### src/rtl/core/fbdc_pkg.sv
// fbdc_pkg: shared types and constants of the four-button debounce classifier
// no dependencies; used by the channel interfaces, fbdc_eval and the top level

package fbdc_pkg;

  localparam int NUM_BUTTONS    = 4;
  localparam int BACK_BUTTON    = 3;
  localparam int LEVEL_WIDTH    = 4;
  localparam int NOW_WIDTH      = 32;
  localparam int EVENT_WIDTH    = 3;
  localparam int CFG_WIDTH      = 16;
  localparam int CFG_IDX_WIDTH  = 1;

  localparam logic [CFG_WIDTH-1:0] DEBOUNCE_RESET   = 16'd50;
  localparam logic [CFG_WIDTH-1:0] LONG_PRESS_RESET = 16'd1000;

  localparam logic [CFG_IDX_WIDTH-1:0] REG_DEBOUNCE   = 1'd0;
  localparam logic [CFG_IDX_WIDTH-1:0] REG_LONG_PRESS = 1'd1;

  typedef enum logic [EVENT_WIDTH-1:0] {
    EV_NONE       = 3'd0,
    EV_UP_SHORT   = 3'd1,
    EV_DOWN_SHORT = 3'd2,
    EV_OK_SHORT   = 3'd3,
    EV_BACK_SHORT = 3'd4,
    EV_BACK_LONG  = 3'd5,
    EV_ANY        = 3'd6
  } event_t;

  // short event of each button, indexed by button number
  localparam event_t SHORT_EVENT [NUM_BUTTONS] = '{
    EV_UP_SHORT, EV_DOWN_SHORT, EV_OK_SHORT, EV_BACK_SHORT
  };

  // state changes and result of one scan
  typedef struct packed {
    logic [NUM_BUTTONS-1:0] press_set;
    logic [NUM_BUTTONS-1:0] release_clr;
    logic                   stamp_all;
    event_t                 event_code;
  } update_t;

endpackage

### src/rtl/core/fbdc_channels.sv
// fbdc_scan_if and fbdc_event_if: valid/ready channels of the classifier
// depends on fbdc_pkg for field widths

interface fbdc_scan_if;
  logic                             valid;
  logic                             ready;
  logic [fbdc_pkg::LEVEL_WIDTH-1:0] levels;
  logic [fbdc_pkg::NOW_WIDTH-1:0]   now_ms;

  modport source (output valid, output levels, output now_ms, input ready);
  modport sink   (input valid, input levels, input now_ms, output ready);
endinterface

interface fbdc_event_if;
  logic                             valid;
  logic                             ready;
  logic [fbdc_pkg::EVENT_WIDTH-1:0] event_res;

  modport source (output valid, output event_res, input ready);
  modport sink   (input valid, input event_res, output ready);
endinterface

### src/rtl/core/fbdc_eval.sv
// fbdc_eval: combinational classification of one scan against button state
// depends on fbdc_pkg for update_t, event codes and button count

module fbdc_eval #(
  parameter int TIME_BITS = 32
) (
  input  logic [fbdc_pkg::LEVEL_WIDTH-1:0]                  levels,
  input  logic [TIME_BITS-1:0]                              now,
  input  logic [fbdc_pkg::NUM_BUTTONS-1:0]                  held,
  input  logic [fbdc_pkg::NUM_BUTTONS-1:0][TIME_BITS-1:0]   release_stamp,
  input  logic [TIME_BITS-1:0]                              back_press_stamp,
  input  logic [fbdc_pkg::CFG_WIDTH-1:0]                    debounce_time,
  input  logic [fbdc_pkg::CFG_WIDTH-1:0]                    long_press_time,
  output fbdc_pkg::update_t                                 upd
);

  logic [fbdc_pkg::NUM_BUTTONS-1:0] low;
  logic [fbdc_pkg::NUM_BUTTONS-1:0] settled;
  logic [TIME_BITS-1:0]             since_release [fbdc_pkg::NUM_BUTTONS];
  logic [TIME_BITS-1:0]             hold_time;
  logic                             is_long;

  always_comb begin
    for (int i = 0; i < fbdc_pkg::NUM_BUTTONS; i++) begin
      low[i]           = ~levels[i];
      since_release[i] = now - release_stamp[i];
      settled[i]       = since_release[i] > TIME_BITS'(debounce_time);
    end
  end

  assign hold_time = now - back_press_stamp;
  assign is_long   = hold_time >= TIME_BITS'(long_press_time);

  always_comb begin
    logic found;
    found           = 1'b0;
    upd.press_set   = '0;
    upd.release_clr = '0;
    upd.stamp_all   = 1'b0;
    upd.event_code  = fbdc_pkg::EV_NONE;
    // first pass stops at the lowest released button
    for (int i = 0; i < fbdc_pkg::NUM_BUTTONS; i++) begin
      if (!found) begin
        upd.press_set[i] = low[i] && !held[i] && settled[i];
        if (!low[i] && held[i]) begin
          found              = 1'b1;
          upd.release_clr[i] = 1'b1;
          if (i == fbdc_pkg::BACK_BUTTON && is_long) begin
            upd.event_code = fbdc_pkg::EV_BACK_LONG;
          end else begin
            upd.event_code = fbdc_pkg::SHORT_EVENT[i];
          end
        end
      end
    end
    // second pass uses release stamps as they were before this scan
    if (!found && |(low & settled)) begin
      upd.stamp_all  = 1'b1;
      upd.event_code = fbdc_pkg::EV_ANY;
    end
  end

endmodule

### src/rtl/core/four_button_debounce_classifier_core.sv
// four_button_debounce_classifier_core: top level of the button classifier
// depends on fbdc_pkg, fbdc_scan_if, fbdc_event_if and fbdc_eval
//
// Usage:
//   scan  (sink)   one item per scan: levels (bit i low = button i pressed) and
//                  now_ms, a free-running millisecond count
//   evt   (source) exactly one item per scan: event_res, 0 when nothing happened
//   cfg_we/cfg_index/cfg_data write debounce_time (index 0) or long_press_time
//   (index 1); write only while no scan is in flight
// Timing:
//   a scan is registered on acceptance and classified against the per-button
//   state from the stage register; its event lands in the output register,
//   which drives evt.valid, at the same edge as the state update, both
//   waiting while the output register holds an untaken event; one scan is
//   taken per cycle while evt.ready keeps the output register moving
// Reset (rst, synchronous): all buttons idle, all time stamps zero,
//   debounce_time 50, long_press_time 1000, both stages empty
// Stalls: while evt.ready is low the event waits in the output register; the
//   scan register still fills, then scan.ready drops until the event is taken
// Time stamps are TIME_BITS wide and elapsed times wrap modulo 2^TIME_BITS

module four_button_debounce_classifier_core #(
  parameter int TIME_BITS = 32
) (
  input  logic                                clk,
  input  logic                                rst,
  input  logic                                cfg_we,
  input  logic [fbdc_pkg::CFG_IDX_WIDTH-1:0]  cfg_index,
  input  logic [fbdc_pkg::CFG_WIDTH-1:0]      cfg_data,
  fbdc_scan_if.sink                           scan,
  fbdc_event_if.source                        evt
);

  logic [fbdc_pkg::CFG_WIDTH-1:0] debounce_time;
  logic [fbdc_pkg::CFG_WIDTH-1:0] long_press_time;

  logic                                          stg_vld;
  logic [fbdc_pkg::LEVEL_WIDTH-1:0]              stg_levels;
  logic [TIME_BITS-1:0]                          stg_now;
  logic [TIME_BITS-1:0]                          scan_now;

  logic [fbdc_pkg::NUM_BUTTONS-1:0]                held;
  logic [fbdc_pkg::NUM_BUTTONS-1:0][TIME_BITS-1:0] release_stamp;
  logic [fbdc_pkg::NUM_BUTTONS-1:0][TIME_BITS-1:0] press_stamp;

  logic                              out_vld;
  logic [fbdc_pkg::EVENT_WIDTH-1:0]  out_event;

  logic                              advance;
  logic                              commit;
  logic [fbdc_pkg::NUM_BUTTONS-1:0]  stamp_mask;
  fbdc_pkg::update_t                 upd;

  // fit the 32-bit timestamp to the stored time width
  generate
    if (TIME_BITS <= fbdc_pkg::NOW_WIDTH) begin : g_now_trunc
      assign scan_now = scan.now_ms[TIME_BITS-1:0];
    end else begin : g_now_ext
      assign scan_now = {{(TIME_BITS - fbdc_pkg::NOW_WIDTH){1'b0}}, scan.now_ms};
    end
  endgenerate

  assign advance    = !out_vld || evt.ready;
  assign commit     = advance && stg_vld;
  assign scan.ready = !stg_vld || advance;
  assign stamp_mask = upd.release_clr | {fbdc_pkg::NUM_BUTTONS{upd.stamp_all}};

  assign evt.valid     = out_vld;
  assign evt.event_res = out_event;

  always_ff @(posedge clk) begin
    if (rst) begin
      debounce_time   <= fbdc_pkg::DEBOUNCE_RESET;
      long_press_time <= fbdc_pkg::LONG_PRESS_RESET;
    end else if (cfg_we) begin
      case (cfg_index)
        fbdc_pkg::REG_DEBOUNCE:   debounce_time   <= cfg_data;
        fbdc_pkg::REG_LONG_PRESS: long_press_time <= cfg_data;
        default: ;
      endcase
    end
  end

  always_ff @(posedge clk) begin
    if (rst) begin
      stg_vld <= 1'b0;
    end else if (scan.ready) begin
      stg_vld <= scan.valid;
    end
    if (scan.valid && scan.ready) begin
      stg_levels <= scan.levels;
      stg_now    <= scan_now;
    end
  end

  fbdc_eval #(
    .TIME_BITS (TIME_BITS)
  ) u_eval (
    .levels           (stg_levels),
    .now              (stg_now),
    .held             (held),
    .release_stamp    (release_stamp),
    .back_press_stamp (press_stamp[fbdc_pkg::BACK_BUTTON]),
    .debounce_time    (debounce_time),
    .long_press_time  (long_press_time),
    .upd              (upd)
  );

  always_ff @(posedge clk) begin
    if (rst) begin
      held          <= '0;
      release_stamp <= '0;
      press_stamp   <= '0;
    end else if (commit) begin
      held <= (held | upd.press_set) & ~upd.release_clr;
      for (int i = 0; i < fbdc_pkg::NUM_BUTTONS; i++) begin
        if (upd.press_set[i]) begin
          press_stamp[i] <= stg_now;
        end
        if (stamp_mask[i]) begin
          release_stamp[i] <= stg_now;
        end
      end
    end
  end

  always_ff @(posedge clk) begin
    if (rst) begin
      out_vld <= 1'b0;
    end else if (advance) begin
      out_vld <= stg_vld;
    end
    if (commit) begin
      out_event <= upd.event_code;
    end
  end

  // at most one release handled per scan
  a_single_release: assert property (@(posedge clk) disable iff (rst)
    $onehot0(upd.release_clr))
    else $error("more than one button released in one scan");

  // any-pressed only when no release was handled
  a_any_excl: assert property (@(posedge clk) disable iff (rst)
    upd.stamp_all |-> (upd.release_clr == '0))
    else $error("any-pressed together with a release");

  // a press only starts on an idle button
  a_press_idle: assert property (@(posedge clk) disable iff (rst)
    (upd.press_set & held) == '0)
    else $error("press started on a held button");

  // a committed release leaves that button idle
  a_release_clears: assert property (@(posedge clk) disable iff (rst)
    commit && (upd.release_clr != '0) |=> (held & $past(upd.release_clr)) == '0)
    else $error("released button still held");

  // an accepted scan is in the stage register next cycle
  a_scan_staged: assert property (@(posedge clk) disable iff (rst)
    scan.valid && scan.ready |=> stg_vld)
    else $error("accepted scan lost");

endmodule

### src/flat_wrapper.sv
// flat-port wrapper written by rule: the top's interface ports become plain ports
module four_button_debounce_classifier_core_flat 
#(
  parameter int TIME_BITS = 32
)
  (clk, rst, cfg_we, cfg_index, cfg_data, scan_valid, scan_levels, scan_now_ms, scan_ready, evt_valid, evt_event_res, evt_ready);
  fbdc_scan_if scan_i ();
  fbdc_event_if evt_i ();
  input  logic clk;
  input  logic rst;
  input  logic cfg_we;
  input  logic [fbdc_pkg::CFG_IDX_WIDTH-1:0] cfg_index;
  input  logic [fbdc_pkg::CFG_WIDTH-1:0] cfg_data;
  input wire logic [$bits(scan_i.valid)-1:0] scan_valid;
  input wire logic [$bits(scan_i.levels)-1:0] scan_levels;
  input wire logic [$bits(scan_i.now_ms)-1:0] scan_now_ms;
  output wire logic [$bits(scan_i.ready)-1:0] scan_ready;
  output wire logic [$bits(evt_i.valid)-1:0] evt_valid;
  output wire logic [$bits(evt_i.event_res)-1:0] evt_event_res;
  input wire logic [$bits(evt_i.ready)-1:0] evt_ready;
  assign scan_i.valid = scan_valid;
  assign scan_i.levels = scan_levels;
  assign scan_i.now_ms = scan_now_ms;
  assign scan_ready = scan_i.ready;
  assign evt_valid = evt_i.valid;
  assign evt_event_res = evt_i.event_res;
  assign evt_i.ready = evt_ready;
  four_button_debounce_classifier_core #(.TIME_BITS(TIME_BITS)) u_core (.clk(clk), .rst(rst), .cfg_we(cfg_we), .cfg_index(cfg_index), .cfg_data(cfg_data), .scan(scan_i), .evt(evt_i));
endmodule
### config.mk
export PLATFORM = sky130hd
export DESIGN_NAME = four_button_debounce_classifier_core_flat
export DESIGN_NICKNAME = d
export VERILOG_FILES = /design/src/rtl/core/fbdc_pkg.sv /design/src/rtl/core/fbdc_channels.sv /design/src/rtl/core/fbdc_eval.sv /design/src/rtl/core/four_button_debounce_classifier_core.sv /design/src/flat_wrapper.sv
export SDC_FILE = /design/constraint.sdc
export NUM_CORES = 1
export LEC_CHECK = 0
export BUFFER_PORTS_ARGS = -buffer_cell sky130_fd_sc_hd__buf_2
export CAP_MARGIN = 20
export CORE_ASPECT_RATIO = 0.9
export CORE_MARGIN = 8
export CORE_UTILIZATION = 30
export DETAILED_ROUTE_END_ITERATION = 16
export PLACE_DENSITY = 0.54
export SYNTH_ARGS = -nofsm -noshare
export SYNTH_HDL_FRONTEND = slang
export SYNTH_SLANG_ARGS = --single-unit
### constraint.sdc
create_clock -name clk -period 7.3 [get_ports clk]
set_input_delay 1.46 -clock clk [delete_from_list [all_inputs] [get_ports clk]]
set_output_delay 1.46 -clock clk [all_outputs]
set_load 0.02 [all_outputs]
Word-level counts from Yosys, hierarchy flattened
Cells that the tools add are included.
{"block": "totals", "reg_bits": 237, "mem_bits_rw": 0, "mem_count": 0, "elab_cells": 87, "out_inout_bits": 5, "inputBits": 58, "mem_bits_ro": 0, "latchBits": 0}
{"block": "op_classes", "div_mod_pow": 0, "bitwise": 10, "magnitude_cmp": 5, "mux": 22, "n_reduce_logical": 32, "shifts": 0, "mul": 0, "eq_ne": 0, "n_addsub": 5}
{"operator": "32-bit subtractor", "n": 5}
{"operator": "32-bit by 16-bit > comparator with 1-bit output", "n": 4}
{"operator": "32-bit by 16-bit >= comparator with 1-bit output", "n": 1}
{"operator": "1-bit logical AND", "n": 15}
{"operator": "1-bit two-way mux", "n": 15}
{"operator": "3-bit two-way mux", "n": 5}
{"operator": "2-bit AND reduction", "n": 7}
{"operator": "4-bit bitwise AND", "n": 2}
{"operator": "4-bit bitwise OR", "n": 2}
{"operator": "1-bit zero test", "n": 7}
{"operator": "1-bit inverter", "n": 5}
{"operator": "4-bit two-way mux", "n": 1}
{"operator": "4-bit inverter", "n": 1}
{"operator": "4-bit OR reduction", "n": 1}
{"operator": "1-bit logical OR", "n": 2}
{"operator": "2-bit two-way mux", "n": 1}

Longest topological paths before layout
{"block": "depth", "word_depth": 11, "depth_mapped": 25, "mapped_depth_nobuf": 23}

By module
From an unflattened synthesis, not the netlist that was laid out.
{"block": "unflattened", "cells_unflattened": 2507, "area_unflattened_um2": 20568.5}
{"mod": "fbdc_eval", "instances": 1, "seq_area_each_um2": 0.0, "cells_per_inst": 1745, "area_per_inst_um2": 11666.2}
{"mod": "four_button_debounce_classifier_core", "instances": 1, "seq_area_each_um2": 5134.9, "cells_per_inst": 762, "area_per_inst_um2": 8902.3}

Worst setup path after synthesis
OpenSTA, ideal clock, no wires.
{"block": "synth_path", "path_type": "register to register", "startpoint": "register u_core.stg_now[6]", "endpoint": "register u_core.release_stamp[56] (netlist name)", "setup_slack_ps": 2260, "t_arrival_ps": 4953, "setup_time_ps": 87, "n_path_buf": 1, "path_stages_with_launch": 21, "path_cell_list": "edfxtp_1 > ha_1 > a2111o_1 > o21ai_1 > o21ai_1 > a31o_2 > a21oi_1 > xnor2_1 > ha_1 > nand4_1 > nor2_1 > a221oi_1 > a22oi_1 > or4_1 > nor2_1 > nand4_1 > o41ai_4 > a41oi_4 > buf_6 > a2111o_1 > o31ai_1"}
{"block": "synth_via", "elab_chain_cells": 8, "word_cells_on_any_way": 14}
{"element": "start: declaration", "line_no": "four_button_debounce_classifier_core.sv:39", "rtl": "logic [TIME_BITS-1:0] stg_now;"}
{"element": "start signal: assignment", "line_no": "four_button_debounce_classifier_core.sv:92", "rtl": "stg_now <= scan_now;"}
{"element": "32-bit subtractor", "line_no": "fbdc_eval.sv:26", "rtl": "since_release[i] = now - release_stamp[i];"}
{"element": "32-bit by 16-bit > comparator with 1-bit output", "line_no": "fbdc_eval.sv:27", "rtl": "settled[i] = since_release[i] > TIME_BITS'(debounce_time);"}
{"element": "4-bit bitwise AND (*)", "line_no": "fbdc_eval.sv:57", "rtl": "if (!found && |(low & settled)) begin"}
{"element": "4-bit OR reduction (*)", "line_no": "fbdc_eval.sv:57"}
{"element": "1-bit logical AND (*)", "line_no": "fbdc_eval.sv:57"}
{"element": "4-bit two-way mux (*)", "line_no": "fbdc_eval.sv:57"}
{"element": "4-bit bitwise OR (*)", "line_no": "four_button_debounce_classifier_core.sv:66", "rtl": "assign stamp_mask = upd.release_clr | {fbdc_pkg::NUM_BUTTONS{upd.stamp_all}};"}
{"element": "2-bit AND reduction (no line) (*)"}
{"element": "end signal: indexed assignment", "line_no": "four_button_debounce_classifier_core.sv:121", "rtl": "release_stamp[i] <= stg_now;"}
{"element": "end: declaration", "line_no": "four_button_debounce_classifier_core.sv:43", "rtl": "logic [fbdc_pkg::NUM_BUTTONS-1:0][TIME_BITS-1:0] release_stamp;"}
Mark *: on every way between the ends. The rest lies on a longest branch, timed or not.
A chain may end at the register's enable or synchronous reset.

Worst setup path in the final report
{"block": "layout_path", "startpoint": "register u_core.stg_now[6]", "endpoint": "register u_core.release_stamp[73] (netlist name)"}
The elaborated chain is that of the path after synthesis.

==> metrics.txt <==
PortBufs 62; Root Driver clkbuf_16; Psw 1630 uW; CTS buffer count 30; RSZ-0062 raised after global routing false; skew final 0.0401 ns; number of global-route vias before repair 17,700; clk_lat worst skew 0.61 ns; sw frac 0.361; Die Span Y 264 um; H-Tree Depth 1; status completed; max-cap violations 0; endpoints failing setup 0; Worst path max stage delay 0.61 ns; Setup CP Type register to register; worst path arrival time 7.21 ns; Final Hold Slack 0.456 ns; CP delay by family, top compound AO/OA/AOI/OAI gates; initial DRC count 1,640; Slowest cell on crit path nor3_1; IO Count 63; Core Area 0.0672 mm2; ys flop type dfxtp_1; Internal Power 2880 uW; post-route setup TNS 0 ns; hold path startpoint u_core.release_stamp[109]; startpoint class of the critical path register; Clock Tree Buf Depth 3; clk slew on worst S/H paths 0.07 ns; Detailed Routing Iterations Pass 1 6; Pwr Total 4510 uW; VDD IR max 0.184 mV; Initial Util 0.304; fraction of the yosys area taken by sequential cells 0.251; grt total ovfl 0; fill cell count 7,016; Buf+Inv Stages, Crit Path 1; final WL 67,200 um; layout overhead on the synthesized area 10.9%; pin count of the biggest net entering global routing 99; Max-slew headroom 0.281; EDFF count, synth 39; Max Clock Freq 150 MHz; number of post-CTS setup repair buffers 0; Seq pwr share 0.327; Cell Chain, Critical Path ha_1 -> a2111oi_0 -> a21oi_1 -> a41oi_1 -> xnor2_1 -> ha_1 -> nand4_1 -> nor2_1 -> a22o_1 -> nor4_1 -> o211ai_1 -> nor4_1 -> o2111ai_1 -> nor3_1 -> a31o_1 -> a41oi_4 -> a211oi_4 -> buf_4 -> a22o_1; #FFs+latches synth 237; vias post-DR 18,900; PD cells 199 mW/mm2; Detailed Place HPWL 52,200 um; asr flop ratio synth 0; Via-to-Cell Ratio 5.37; ANT cells 0; leakage 0.00871 uW; Die Span X 291 um; layout cells sized above 1 0.0676; CP endpoint kind register; synth warn 0; full die area 0.0767 mm2; gpl congestion 0.932; Cells after Synth 2,606; Synth Net Count 2,904; Synth Area per Inst 7.84 um2; Sinks on Clock Net 237; Final Cycle Share 0.916; Final Hold Fails 0; NumNets Final 2,923; Residual DRC 0; total track usage 0.166; crit path launch u_core.stg_now[6]; power share of the clock group 0.343; Hold Path Class register to register; combinational group share of total power 0.329; clock tree from TritonCTS yes; CP required 7.82 ns; per-cell routed wire length 19.1 um; Slew Viols, Final 0; synth unique cells 82; Mapped Area 0.0204 mm2; Std-Cell Rows 90; post-route minimum period 6.69 ns; first-pass GRT wire length 102,000 um; CP Max Fanout 27; Detail Route Antenna Nets 0; Least-Margin Pin Slew 1.08 ns; Worst R2R Start u_core.stg_now[6]; initial antenna violation count 5
## flip-flops by register name, summed over array words and instances, names as in the netlist
signal,count
u_core.debounce_time,16
u_core.evt.event_res,3
u_core.evt.valid,1
u_core.held,4
u_core.long_press_time,16
u_core.press_stamp,32
u_core.release_stamp,128
u_core.stg_levels,4
u_core.stg_now,32
u_core.stg_vld,1
## worst reg2reg max path, stage by stage (launching register included)
cell	delay (ns)
edfxtp_1	0.57
ha_1	0.46
a2111oi_0	0.57
a21oi_1	0.22
a41oi_1	0.60
xnor2_1	0.19
ha_1	0.27
nand4_1	0.17
nor2_1	0.07
a22o_1	0.18
nor4_1	0.35
o211ai_1	0.18
nor4_1	0.29
o2111ai_1	0.16
nor3_1	0.61
a31o_1	0.31
a41oi_4	0.39
a211oi_4	0.42
buf_4	0.37
a22o_1	0.21
## cell type report
type	instances	area, um2	share of cell area
Multi-Input combinational cell	1992	13800	0.610
Clock buffer	43	870	0.0384
Clock inverter	12	145	0.00640
Inverter	265	997	0.0440
Tap cell	874	1090	0.0483
Sequential cell	237	5130	0.227
Timing Repair Buffer	99	594	0.0262
## cells in the final DEF (no fill, tap or decap), types with 8 or more instances in the layout
cell type / netlist / layout
nand4_1: 48 / 48
nor2_1: 147 / 145
a211oi_1: 23 / 23
buf_4: 1 / 37
nand2b_1: 33 / 33
clkbuf_16: 0 / 30
nor3_1: 35 / 34
o22ai_1: 9 / 9
o31ai_1: 76 / 76
edfxtp_1: 39 / 39
a22o_1: 32 / 32
dfxtp_1: 198 / 198
o21ai_0: 121 / 121
nand2_1: 344 / 344
buf_2: 17 / 61
or4_1: 11 / 11
o21bai_1: 12 / 12
o211ai_1: 36 / 36
a21o_1: 59 / 59
o21a_1: 25 / 25
ha_1: 235 / 235
mux2i_1: 107 / 107
inv_1: 264 / 264
a2111o_1: 34 / 34
a21oi_1: 239 / 239
nor2b_1: 25 / 24
and3_1: 10 / 10
xor2_1: 34 / 34
xnor2_1: 67 / 67
nor4_1: 15 / 15
a211o_1: 8 / 8
or3_1: 14 / 14
a31oi_1: 17 / 17
a2111oi_0: 11 / 10
nand3_1: 42 / 42
## cell usage after synthesis (all sizes together) (33+ instances only)
library cell / n / share of area
edfxtp: 39 / 0.057
xor2: 34 / 0.015
inv: 265 / 0.049
xnor2: 67 / 0.029
o31ai: 77 / 0.029
nand2: 344 / 0.063
nor3: 35 / 0.0086
nand3: 43 / 0.011
nand4: 48 / 0.015
ha: 235 / 0.14
a21oi: 241 / 0.059
o21ai: 127 / 0.031
nor2: 147 / 0.027
a21o: 59 / 0.022
nand2b: 33 / 0.010
o211ai: 36 / 0.013
clkbuf: 80 / 0.015
mux2i: 107 / 0.052
dfxtp: 198 / 0.19
a2111o: 34 / 0.019
## repair_timing
| item | in CTS | in global routing |
|---|---|---|
| setup endpoints to repair | 0 | 45 |
| hold buffers | 0 | 0 |
| resized for setup | 0 | 1 |
| hold endpoints to repair | 0 | 0 |
## per-stage QoR
step	cell area, um2	cells	util	setup slack (ns)
after CTS	22600	3521	0.337	0.459
after floorplan	20400	2606	-	2.26
final	22700	3522	0.337	0.613
after global routing	22700	3522	0.337	0.0944
after detailed placement	21600	3466	0.322	0.546
after global placement	21600	3466	0.322	0.582
## cells by family (layout without fill, tap and decap cells)
logic type	count (synthesis)	after routing	synth area share
AOI/OAI and AO/OA	787	787	0.261
xor gates and xnor gates	101	101	0.0433
adders and majority gates	240	240	0.149
buffers and inverters	377	419	0.0734
DFF	237	237	0.251
muxes	107	107	0.0524
and+or+nand+nor	757	757	0.170
## layer usage
layer  up-vias  share of wire  track usage
met5         -              0            0
met3        89          0.063       0.0239
li1       9466              -            -
met4         0          0.023       0.0369
met2       543           0.40        0.246
met1      8826           0.51        0.250
## worst paths after layout
kind	endpoint	cells after the start	slack [ns]
max	u_core.release_stamp[73]	19	0.61
max reg2reg	u_core.release_stamp[73]	19	0.61
min reg2reg	u_core.release_stamp[109]	2	0.46
min	u_core.release_stamp[109]	2	0.46
## power by group through the flow
stage	combinational (uW)	sequential, uW	clock, uW
after global routing	1650	1480	1650
after floorplan	1100	1470	0
final	1480	1480	1550
after CTS	1470	1470	1590
after global placement	1470	1500	0
after detailed placement	1460	1500	0
Note: power is estimated with default switching activity, not from simulation.
